### config.mk
export PLATFORM = sky130hd
export DESIGN_NAME = traffic_green_time_splitter
export DESIGN_NICKNAME = d
export VERILOG_FILES = /design/src/rtl/core/gts_pkg.sv /design/src/rtl/core/gts_div.sv /design/src/rtl/core/traffic_green_time_splitter.sv
export SDC_FILE = /design/constraint.sdc
export NUM_CORES = 2
export LEC_CHECK = 0
export ABC_AREA = 1
export BUFFER_PORTS_ARGS = -buffer_cell sky130_fd_sc_hd__buf_4
export CAP_MARGIN = 20
export CORE_ASPECT_RATIO = 1.4
export CORE_MARGIN = 2
export CORE_UTILIZATION = 45
export DETAILED_ROUTE_END_ITERATION = 8
export GPL_TIMING_DRIVEN = 0
export MAX_ROUTING_LAYER = met4
export SYNTH_ARGS = -nofsm -noshare
export SYNTH_HDL_FRONTEND = slang
export SYNTH_HIERARCHICAL = 1
export SYNTH_SLANG_ARGS = --single-unit
### constraint.sdc
create_clock -name clock -period 10.97 [get_ports clock]
set_input_delay 0.5485 -clock clock [delete_from_list [all_inputs] [get_ports clock]]
set_output_delay 0.5485 -clock clock [all_outputs]
set_load 0.01 [all_outputs]
### src/rtl/core/gts_pkg.sv
// Package for the traffic green time splitter.
// Holds the sequencer state type, register indexes and fixed widths.
// No dependencies.
`default_nettype none

package gts_pkg;

   // sequencer states
   typedef enum logic [3:0] {
      ST_IDLE,
      ST_WDIV,
      ST_SHMUL,
      ST_SHDIV,
      ST_DONOR,
      ST_CUTMUL,
      ST_CUTDIV,
      ST_GREEN,
      ST_SORT,
      ST_DIST,
      ST_CLAMP,
      ST_FINISH
   } state_type;

   // configuration register indexes
   localparam int CSR_INDEX_W = 3;
   localparam int CSR_DATA_W  = 16;
   localparam logic [CSR_INDEX_W-1:0] CSR_CYCLE_TIME  = 3'd0;
   localparam logic [CSR_INDEX_W-1:0] CSR_LOST_TIME   = 3'd1;
   localparam logic [CSR_INDEX_W-1:0] CSR_MIN_GREEN   = 3'd2;
   localparam logic [CSR_INDEX_W-1:0] CSR_MAX_GREEN   = 3'd3;
   localparam logic [CSR_INDEX_W-1:0] CSR_SHARE_SCALE = 3'd4;

   // fixed widths
   localparam int EFF_W   = 8;   // effective time, seconds
   localparam int SHARE_W = 24;  // share, Q8.16 (minimum weight may exceed 1.0)
   localparam int DEF_W   = 26;  // deficit, up to three shares
   localparam int FRAC_W  = 16;
   localparam int GREEN_W = 17;  // integer green before clamp

   // floor(x/3) for x < 512 as (x*171) >> 9
   localparam logic [8:0] RECIP3       = 9'd171;
   localparam int         RECIP3_SHIFT = 9;

   // reset values of the registers
   localparam logic [7:0]  RST_CYCLE_TIME  = 8'd120;
   localparam logic [3:0]  RST_LOST_TIME   = 4'd4;
   localparam logic [7:0]  RST_MIN_GREEN   = 8'd10;
   localparam logic [7:0]  RST_MAX_GREEN   = 8'd80;
   localparam logic [15:0] RST_SHARE_SCALE = 16'd58982;

endpackage

`default_nettype wire

### src/rtl/core/gts_div.sv
// Restoring divider for the green time splitter, one quotient bit per cycle.
// Standalone; no package dependency.
`default_nettype none

module gts_div #(
   parameter int NUM_W = 36,
   parameter int DEN_W = 12
) (
   input  wire logic             clock,
   input  wire logic             reset,
   input  wire logic             start,
   input  wire logic [NUM_W-1:0] num,
   input  wire logic [DEN_W-1:0] den,
   output logic                  done,
   output logic      [NUM_W-1:0] quo
);

   localparam int CNT_W = $clog2(NUM_W);
   localparam logic [CNT_W-1:0] LAST = CNT_W'(NUM_W - 1);

   logic             busy_ff, busy_in;
   logic             done_ff, done_in;
   logic [CNT_W-1:0] cnt_ff, cnt_in;
   logic [NUM_W-1:0] num_ff, num_in;
   logic [DEN_W-1:0] rem_ff, rem_in;
   logic [DEN_W-1:0] den_ff, den_in;
   logic [DEN_W:0]   rem_sh;
   logic [DEN_W:0]   diff;
   logic             fits;

   // one trial subtraction per cycle; quotient bits shift into num
   always_comb begin
      rem_sh  = {rem_ff, num_ff[NUM_W-1]};
      diff    = rem_sh - {1'b0, den_ff};
      fits    = !diff[DEN_W];
      busy_in = busy_ff;
      done_in = 1'b0;
      cnt_in  = cnt_ff;
      num_in  = num_ff;
      rem_in  = rem_ff;
      den_in  = den_ff;
      if (start && !busy_ff) begin
         busy_in = 1'b1;
         cnt_in  = '0;
         num_in  = num;
         rem_in  = '0;
         den_in  = den;
      end else if (busy_ff) begin
         rem_in = fits ? diff[DEN_W-1:0] : rem_sh[DEN_W-1:0];
         num_in = {num_ff[NUM_W-2:0], fits};
         cnt_in = cnt_ff + 1'b1;
         if (cnt_ff == LAST) begin
            busy_in = 1'b0;
            done_in = 1'b1;
         end
      end
   end

   always_ff @(posedge clock) begin
      if (reset) begin
         busy_ff <= 1'b0;
         done_ff <= 1'b0;
      end else begin
         busy_ff <= busy_in;
         done_ff <= done_in;
      end
      cnt_ff <= cnt_in;
      num_ff <= num_in;
      rem_ff <= rem_in;
      den_ff <= den_in;
   end

   assign done = done_ff;
   assign quo  = num_ff;

endmodule

`default_nettype wire

### src/rtl/core/traffic_green_time_splitter.sv
// Top level of the traffic green time splitter: sequencer, registers, output stage.
// Depends on gts_pkg and gts_div.
//
//   channel  | ports                           | direction
//   req      | req_valid/req_stall, count_a..c | in  (one beat per signal cycle)
//   rsp      | rsp_valid/rsp_stall, green_a..c | out (one beat per req beat)
//   csr      | csr_write_en/index/data         | in  (write only)
//
// First-cycle and zero-total items skip the divider; others make up to six
// passes through the single bit-serial divider. req_stall is high while an
// item is in work. Reset is synchronous; it restores the register defaults and
// marks the first cycle pending. A stalled rsp beat holds while the next item works.
`default_nettype none

module traffic_green_time_splitter
   import gts_pkg::*;
#(
   parameter int COUNT_WIDTH = 10
) (
   input  wire logic                   clock,
   input  wire logic                   reset,
   input  wire logic                   req_valid,
   output logic                        req_stall,
   input  wire logic [COUNT_WIDTH-1:0] req_count_a,
   input  wire logic [COUNT_WIDTH-1:0] req_count_b,
   input  wire logic [COUNT_WIDTH-1:0] req_count_c,
   output logic                        rsp_valid,
   input  wire logic                   rsp_stall,
   output logic [7:0]                  rsp_green_a,
   output logic [7:0]                  rsp_green_b,
   output logic [7:0]                  rsp_green_c,
   input  wire logic                   csr_write_en,
   input  wire logic [CSR_INDEX_W-1:0] csr_index,
   input  wire logic [CSR_DATA_W-1:0]  csr_data
);

   localparam int SUM_W = COUNT_WIDTH + 2;
   localparam int DEN_W = (SUM_W > EFF_W) ? SUM_W : EFF_W;
   localparam int NUM_W = DEF_W + COUNT_WIDTH;

   // configuration
   logic [7:0]  cycle_time_ff, lost_time_pad;
   logic [3:0]  lost_time_ff;
   logic [7:0]  min_green_ff, max_green_ff;
   logic [15:0] share_scale_ff;

   // control
   state_type  state_ff, state_in;
   logic [1:0] idx_ff, idx_in;
   logic       first_done_ff, first_done_in;
   logic       issue_ff, issue_in;
   logic       clamp_en_ff, clamp_en_in;
   logic       rsp_valid_ff, rsp_valid_in;

   // working data
   logic [COUNT_WIDTH-1:0] cnt_ff [3];
   logic [COUNT_WIDTH-1:0] cnt_in [3];
   logic [EFF_W-1:0]       eff_ff, eff_in;
   logic [SUM_W-1:0]       sum_ff, sum_in;
   logic [SUM_W-1:0]       donors_ff, donors_in;
   logic [SHARE_W-1:0]     w_ff, w_in;
   logic [SHARE_W-1:0]     share_ff [3];
   logic [SHARE_W-1:0]     share_in [3];
   logic [DEF_W-1:0]       def_ff, def_in;
   logic [2:0]             donor_ff, donor_in;
   logic [NUM_W-1:0]       prod_ff, prod_in;
   logic [GREEN_W-1:0]     g_ff [3];
   logic [GREEN_W-1:0]     g_in [3];
   logic [FRAC_W-1:0]      frac_ff [3];
   logic [FRAC_W-1:0]      frac_in [3];
   logic [1:0]             ord_ff [3];
   logic [1:0]             ord_in [3];
   logic [EFF_W-1:0]       left_ff, left_in;
   logic [7:0]             green_ff [3];
   logic [7:0]             green_in [3];

   // divider hookup
   logic             div_start, div_done;
   logic [NUM_W-1:0] div_num, div_quo;
   logic [DEN_W-1:0] div_den;

   // scratch
   logic [5:0]           three_lost;
   logic [EFF_W-1:0]     eff_calc;
   logic [SUM_W-1:0]     sum_calc;
   logic [16:0]          recip_prod;
   logic [16:0]          left_prod;
   logic [EFF_W-1:0]     each;
   logic [SHARE_W-1:0]   q_share;
   logic [DEF_W-1:0]     cut;
   logic [31:0]          e_prod;
   logic [GREEN_W:0]     used;
   logic [1:0]           ord_t [3];
   logic [1:0]           swap_t;
   logic [EFF_W-1:0]     left_q;
   logic [1:0]           left_r;
   logic [SUM_W-1:0]     donor_sum;
   logic                 last_idx;

   assign lost_time_pad = {4'd0, lost_time_ff};

   // effective time, item sum, E/3
   always_comb begin
      three_lost = 6'(lost_time_pad * 8'd3);
      eff_calc   = ({2'd0, three_lost} > cycle_time_ff) ? '0
                   : cycle_time_ff - {2'd0, three_lost};
      sum_calc   = SUM_W'(req_count_a) + SUM_W'(req_count_b) + SUM_W'(req_count_c);
      recip_prod = 17'(eff_calc * RECIP3);
      each       = EFF_W'(recip_prod >> RECIP3_SHIFT);
   end

   // divider operand select
   always_comb begin
      div_start = issue_ff;
      div_num   = prod_ff;
      case (state_ff)
         ST_WDIV:   div_den = DEN_W'(eff_ff);
         ST_SHDIV:  div_den = DEN_W'(sum_ff);
         ST_CUTDIV: div_den = DEN_W'(donors_ff);
         default:   div_den = DEN_W'(sum_ff);
      endcase
   end

   gts_div #(
      .NUM_W(NUM_W),
      .DEN_W(DEN_W)
   ) u_div (
      .clock (clock),
      .reset (reset),
      .start (div_start),
      .num   (div_num),
      .den   (div_den),
      .done  (div_done),
      .quo   (div_quo)
   );

   // sequencer: next state and working data
   always_comb begin
      state_in      = state_ff;
      idx_in        = idx_ff;
      first_done_in = first_done_ff;
      issue_in      = 1'b0;
      clamp_en_in   = clamp_en_ff;
      rsp_valid_in  = rsp_valid_ff && rsp_stall;
      cnt_in        = cnt_ff;
      eff_in        = eff_ff;
      sum_in        = sum_ff;
      donors_in     = donors_ff;
      w_in          = w_ff;
      share_in      = share_ff;
      def_in        = def_ff;
      donor_in      = donor_ff;
      prod_in       = prod_ff;
      g_in          = g_ff;
      frac_in       = frac_ff;
      ord_in        = ord_ff;
      left_in       = left_ff;
      green_in      = green_ff;
      last_idx      = (idx_ff == 2'd2);
      q_share       = div_quo[SHARE_W-1:0];
      cut           = div_quo[DEF_W-1:0];
      e_prod        = 32'(share_ff[idx_ff] * eff_ff);
      used          = '0;
      ord_t         = ord_ff;
      swap_t        = '0;
      left_prod     = '0;
      left_q        = '0;
      left_r        = '0;
      donor_sum     = '0;
      req_stall     = (state_ff != ST_IDLE);

      case (state_ff)
         ST_IDLE: begin
            if (req_valid) begin
               cnt_in[0]     = req_count_a;
               cnt_in[1]     = req_count_b;
               cnt_in[2]     = req_count_c;
               eff_in        = eff_calc;
               sum_in        = sum_calc;
               first_done_in = 1'b1;
               idx_in        = '0;
               def_in        = '0;
               w_in          = '0;
               if (!first_done_ff || sum_calc == '0) begin
                  // equal split; unclamped on the first cycle
                  for (int i = 0; i < 3; i++) g_in[i] = GREEN_W'(each);
                  clamp_en_in = first_done_ff;
                  state_in    = ST_CLAMP;
               end else begin
                  clamp_en_in = 1'b1;
                  if (eff_calc == '0) begin
                     state_in = ST_SHMUL;
                  end else begin
                     prod_in  = NUM_W'({min_green_ff, 16'd0});
                     issue_in = 1'b1;
                     state_in = ST_WDIV;
                  end
               end
            end
         end
         ST_WDIV: begin
            if (div_done) begin
               w_in     = div_quo[SHARE_W-1:0];
               state_in = ST_SHMUL;
            end
         end
         ST_SHMUL: begin
            prod_in  = NUM_W'(cnt_ff[idx_ff] * share_scale_ff);
            issue_in = 1'b1;
            state_in = ST_SHDIV;
         end
         ST_SHDIV: begin
            if (div_done) begin
               // raise a share below the weight, collect the deficit
               if (q_share < w_ff) begin
                  def_in           = def_ff + DEF_W'(w_ff - q_share);
                  share_in[idx_ff] = w_ff;
               end else begin
                  share_in[idx_ff] = q_share;
               end
               idx_in   = last_idx ? 2'd0 : idx_ff + 2'd1;
               state_in = last_idx ? ST_DONOR : ST_SHMUL;
            end
         end
         ST_DONOR: begin
            for (int i = 0; i < 3; i++) begin
               donor_in[i] = share_ff[i] > w_ff;
               if (donor_in[i]) donor_sum = donor_sum + SUM_W'(cnt_ff[i]);
            end
            donors_in = donor_sum;
            idx_in    = '0;
            state_in  = (def_ff != '0 && donor_sum != '0) ? ST_CUTMUL : ST_GREEN;
         end
         ST_CUTMUL: begin
            if (donor_ff[idx_ff]) begin
               prod_in  = NUM_W'(def_ff * cnt_ff[idx_ff]);
               issue_in = 1'b1;
               state_in = ST_CUTDIV;
            end else begin
               idx_in   = last_idx ? 2'd0 : idx_ff + 2'd1;
               state_in = last_idx ? ST_GREEN : ST_CUTMUL;
            end
         end
         ST_CUTDIV: begin
            if (div_done) begin
               // take the donor's part, saturate at zero
               share_in[idx_ff] = (cut > DEF_W'(share_ff[idx_ff])) ? '0
                                  : share_ff[idx_ff] - SHARE_W'(cut);
               idx_in   = last_idx ? 2'd0 : idx_ff + 2'd1;
               state_in = last_idx ? ST_GREEN : ST_CUTMUL;
            end
         end
         ST_GREEN: begin
            g_in[idx_ff]    = GREEN_W'(e_prod[31:16]);
            frac_in[idx_ff] = e_prod[15:0];
            idx_in          = last_idx ? 2'd0 : idx_ff + 2'd1;
            state_in        = last_idx ? ST_SORT : ST_GREEN;
         end
         ST_SORT: begin
            // exchange pass on fractions, largest first; strict compare, a tied pair is not swapped
            ord_t[0] = 2'd0;
            ord_t[1] = 2'd1;
            ord_t[2] = 2'd2;
            if (frac_ff[ord_t[1]] > frac_ff[ord_t[0]]) begin
               swap_t = ord_t[0]; ord_t[0] = ord_t[1]; ord_t[1] = swap_t;
            end
            if (frac_ff[ord_t[2]] > frac_ff[ord_t[0]]) begin
               swap_t = ord_t[0]; ord_t[0] = ord_t[2]; ord_t[2] = swap_t;
            end
            if (frac_ff[ord_t[2]] > frac_ff[ord_t[1]]) begin
               swap_t = ord_t[1]; ord_t[1] = ord_t[2]; ord_t[2] = swap_t;
            end
            ord_in   = ord_t;
            used     = (GREEN_W+1)'(g_ff[0]) + (GREEN_W+1)'(g_ff[1])
                       + (GREEN_W+1)'(g_ff[2]);
            left_in  = ((GREEN_W+1)'(eff_ff) > used) ? eff_ff - EFF_W'(used) : '0;
            state_in = ST_DIST;
         end
         ST_DIST: begin
            // hand out leftover seconds round-robin in fraction order
            left_prod = 17'(left_ff * RECIP3);
            left_q    = EFF_W'(left_prod >> RECIP3_SHIFT);
            left_r    = 2'(left_ff - EFF_W'(left_q * 8'd3));
            for (int k = 0; k < 3; k++) begin
               g_in[ord_ff[k]] = g_ff[ord_ff[k]] + GREEN_W'(left_q)
                                 + GREEN_W'((2'(k) < left_r) ? 1'b1 : 1'b0);
            end
            state_in = ST_CLAMP;
         end
         ST_CLAMP: begin
            for (int i = 0; i < 3; i++) begin
               if (!clamp_en_ff)
                  green_in[i] = g_ff[i][7:0];
               else if (g_ff[i] < GREEN_W'(min_green_ff))
                  green_in[i] = min_green_ff;
               else if (g_ff[i] > GREEN_W'(max_green_ff))
                  green_in[i] = max_green_ff;
               else
                  green_in[i] = g_ff[i][7:0];
            end
            state_in = ST_FINISH;
         end
         ST_FINISH: begin
            if (!rsp_valid_ff || !rsp_stall) begin
               rsp_valid_in = 1'b1;
               state_in     = ST_IDLE;
            end
         end
         default: state_in = ST_IDLE;
      endcase
   end

   // control registers and configuration
   always_ff @(posedge clock) begin
      if (reset) begin
         state_ff       <= ST_IDLE;
         idx_ff         <= '0;
         first_done_ff  <= 1'b0;
         issue_ff       <= 1'b0;
         clamp_en_ff    <= 1'b0;
         rsp_valid_ff   <= 1'b0;
         cycle_time_ff  <= RST_CYCLE_TIME;
         lost_time_ff   <= RST_LOST_TIME;
         min_green_ff   <= RST_MIN_GREEN;
         max_green_ff   <= RST_MAX_GREEN;
         share_scale_ff <= RST_SHARE_SCALE;
      end else begin
         state_ff      <= state_in;
         idx_ff        <= idx_in;
         first_done_ff <= first_done_in;
         issue_ff      <= issue_in;
         clamp_en_ff   <= clamp_en_in;
         rsp_valid_ff  <= rsp_valid_in;
         if (csr_write_en) begin
            case (csr_index)
               CSR_CYCLE_TIME:  cycle_time_ff  <= csr_data[7:0];
               CSR_LOST_TIME:   lost_time_ff   <= csr_data[3:0];
               CSR_MIN_GREEN:   min_green_ff   <= csr_data[7:0];
               CSR_MAX_GREEN:   max_green_ff   <= csr_data[7:0];
               CSR_SHARE_SCALE: share_scale_ff <= csr_data;
               default: ;
            endcase
         end
      end
   end

   // working data and output beat
   always_ff @(posedge clock) begin
      cnt_ff    <= cnt_in;
      eff_ff    <= eff_in;
      sum_ff    <= sum_in;
      donors_ff <= donors_in;
      w_ff      <= w_in;
      share_ff  <= share_in;
      def_ff    <= def_in;
      donor_ff  <= donor_in;
      prod_ff   <= prod_in;
      g_ff      <= g_in;
      frac_ff   <= frac_in;
      ord_ff    <= ord_in;
      left_ff   <= left_in;
      green_ff  <= green_in;
      if (state_ff == ST_FINISH && (!rsp_valid_ff || !rsp_stall)) begin
         rsp_green_a <= green_ff[0];
         rsp_green_b <= green_ff[1];
         rsp_green_c <= green_ff[2];
      end
   end

   assign rsp_valid = rsp_valid_ff;

   // checks
   a_div_den_nonzero: assert property (@(posedge clock) disable iff (reset)
      div_start |-> div_den != '0)
      else $error("divider started with zero divisor");

   a_accept_leaves_idle: assert property (@(posedge clock) disable iff (reset)
      (req_valid && !req_stall) |=> state_ff != ST_IDLE)
      else $error("item accepted but sequencer stayed idle");

   a_rsp_from_finish: assert property (@(posedge clock) disable iff (reset)
      $rose(rsp_valid_ff) |-> $past(state_ff == ST_FINISH))
      else $error("result beat raised outside finish");

   a_issue_only_in_div: assert property (@(posedge clock) disable iff (reset)
      issue_ff |-> (state_ff == ST_WDIV || state_ff == ST_SHDIV
                    || state_ff == ST_CUTDIV))
      else $error("divider start outside a divide state");

endmodule

`default_nettype wire

==> impl_metrics.ini <==
[outcome]
status = finished clean

[detailed_routing]
drc = 0
drtAntennaViolNets = 0
totalWireLength_um = 210000
drt-initial-drc-count = 4206
firstDrtPassIters = 7
vias = 52742
via_per_inst = 5.54
wl_per_cell_um = 22.1

[cells_and_area]
multiInputGateArea_um2 = 38700
area_growth_pct = 8.59
fillers = 13092
seqCellArea_um2 = 14500
drive_gt1_share_pct = 4.81
nets = 8900

[hold_path]
whs_path_depth = 1
hp-start = req_count_b[0]
hold_class = in -> reg
worstHoldEndpoint = cnt_ff[10]

[clock_tree]
cts_resized = 0
ctsHoldBuffers = 1
cts_num_sinks = 506
clk_latency_ps = 710
cts_buffer_depth = 3
cts_max_level = 2
cts_root_buffer = clkbuf_16
clkSlewWorstSetupHoldPaths_ps = 70
cts_setup_buffers = 0
cts-buffers-inserted = 56
cts_tree = yes

[sta]
hold_viol = 0
worst_pin_slew_ps = 1130
finalCritPeriodShare_pct = 79.1
rsz0062_at_grt = no
fin_worst_skew_ps = 46.9
maxSlewViolCount = 0
setup_viol = 0
tns_ps = 0
max_freq_ghz = 0.115
maxSlewHeadroom_pct = 24.5
period_needed_ps = 8680

[synth]
postSynthAreaPerCell_um2 = 7.86
ys_async_sr_fraction_pct = 0
yosysWarningCount = 6
synth-seq-cells = 506
yosys.area.top_type = edfxtp_1
synth_edf_count = 432
synth.area.top_cells = edfxtp_1 22%, fa_1 17%, ha_1 13%, nand2_1 11%, inv_1 8.5%
synth_most_common_cell = nand2_1
synthCells = 7566
synth_cell_types = 72
synth_top_area_share_pct = 21.8
synth_commonest_cells = 1769 x nand2_1, 1352 x inv_1, 626 x ha_1, 533 x a21oi_1, 500 x fa_1
yosysSeqAreaShare_pct = 24.3
netlist_area_um2 = 59500
synth_top_flop_cell = edfxtp_1
synth_fp_nets = 8746

[placement]
gp_congestion = 1.04
dpl.hpwl_um = 173000
port_buffers = 79

[global_route]
grt_use_total_pct = 31.7
grt_pass1_wl_um = 315000
overflow = 0
grt_pass1_vias = 53106
antenna_found_initial = 4
grt_max_degree = 37

[floorplan]
std_cell_rows = 157
dieWidth_um = 311
ios = 80
die_h_um = 434
start_util_pct = 45.4
die-area_um2 = 135000
core_area_um2 = 131000

[setup_path]
end_kind = flip-flop
ff2ff_setup_slack_ps = 2290
worst-path-max-fanout = 10
reg2reg_depth = 26
required_ps = 11360
cp_common_cell = inv_1
timing.rr.end = div_num[27]
path_class = reg -> reg
crit_slowest_cell = o21ai_1
max_stage_delay_ps = 890
cp-start-kind = flip-flop
crit_arrival_ps = 9070
rr_startpoint = idx_ff[1]

[job]
drv_cap = 0
==> worst max-delay path, delay by kind of cell (launching register included) <==
family / cells / cell delay [ps]
adder cells (fa/ha/maj): 6 / 2870
flip-flops: 1 / 340
AND/OR/NAND/NOR: 3 / 400
buffers and inverters: 8 / 2260
XOR/XNOR: 1 / 240
AO/OA/AOI/OAI: 8 / 2280
==> state kept, by name (all words and copies together), names as in the netlist, 12 cells and up <==
register        count
cnt_ff             30
donors_ff          12
w_ff               24
div_num            36
sum_ff             12
u_div/rem_ff       12
g_ff               51
frac_ff            48
share_scale_ff     16
u_div/quo          36
share_ff           72
u_div/den_ff       12
green_ff           24
def_ff             26
==> routing by layer <==
metal,vias to the layer above,GRT usage [%],wire length [um]
li1,24870,-,-
met1,25387,33.4,76200
met2,1840,56.6,107000
met3,645,3.01,10300
met4,0,21.2,16700
met5,-,-,0
==> worst max-delay path by stage <==
stage | startpoint | to | slack, ps
final | idx_ff[1] | div_num[27] | 2290
after global routing | idx_ff[1] | div_num[27] | 1990
after CTS | idx_ff[1] | div_num[27] | 2320
after detailed placement | idx_ff[1] | div_num[27] | 2360
after global placement | idx_ff[1] | div_num[27] | 2360
after floorplan | left_ff[1] | g_ff[33] | 4090
==> cells by family (layout without fill, tap and decap cells) <==
logic type               after synthesis  in the layout  synth area share, %
AND/OR/NAND/NOR                     2693           2693                 18.8
buffers and inverters               1656           1858                 10.7
AO/OA/AOI/OAI                       1405           1405                 13.5
adder cells (fa/ha/maj)             1126           1126                 30.0
flip-flops                           506            506                 24.3
XOR/XNOR                             180            180                 2.65
other                                  0              2                    0
==> cells in the final DEF (no fill, tap or decap), types with 23 or more instances in the layout <==
| cell type | instances |
|---|---|
| a211oi_1 | 26 |
| a21oi_1 | 533 |
| a22oi_1 | 70 |
| a31oi_1 | 31 |
| and2_1 | 27 |
| buf_4 | 84 |
| clkbuf_1 | 207 |
| clkbuf_16 | 56 |
| clkinv_1 | 40 |
| dfxtp_1 | 74 |
| edfxtp_1 | 432 |
| fa_1 | 500 |
| ha_1 | 626 |
| inv_1 | 1351 |
| inv_2 | 25 |
| nand2_1 | 1768 |
| nand2_2 | 23 |
| nand3_1 | 228 |
| nand4_1 | 54 |
| nor2_1 | 389 |
| nor3_1 | 95 |
| o211ai_1 | 54 |
| o21a_1 | 38 |
| o21ai_0 | 417 |
| o21ai_1 | 72 |
| xnor2_1 | 64 |
| xor2_1 | 116 |
==> metrics by stage <==
stage	instance area (um^2)	setup slack [ps]	std cells	hold WS, ps	util, %
floorplan	59500	4090	7566	400	-
global placement	62300	2360	9394	404	47.5
detailed placement	62600	2360	9408	405	47.8
CTS	64600	2320	9515	4.44	49.3
global route	64600	1990	9519	31.6	49.3
finish	64600	2290	9519	53.9	49.3
==> final cells by class <==
| type | instances | area share (%) |
|---|---|---|
| clock buffers | 61 | 2.20 |
| flip-flops and latches | 506 | 22.4 |
| repair buffers | 96 | 1.35 |
| diodes | 2 | 0.00775 |
| plain buffers | 249 | 1.64 |
| clock inverters | 45 | 0.868 |
| inverters | 1407 | 8.18 |
| multi-input cells | 5404 | 60.0 |
| well taps | 1749 | 3.39 |
Power is left out: the tool's default activity adds up to more than one toggle a clock period on the data nets, which glitch-free logic cannot reach.
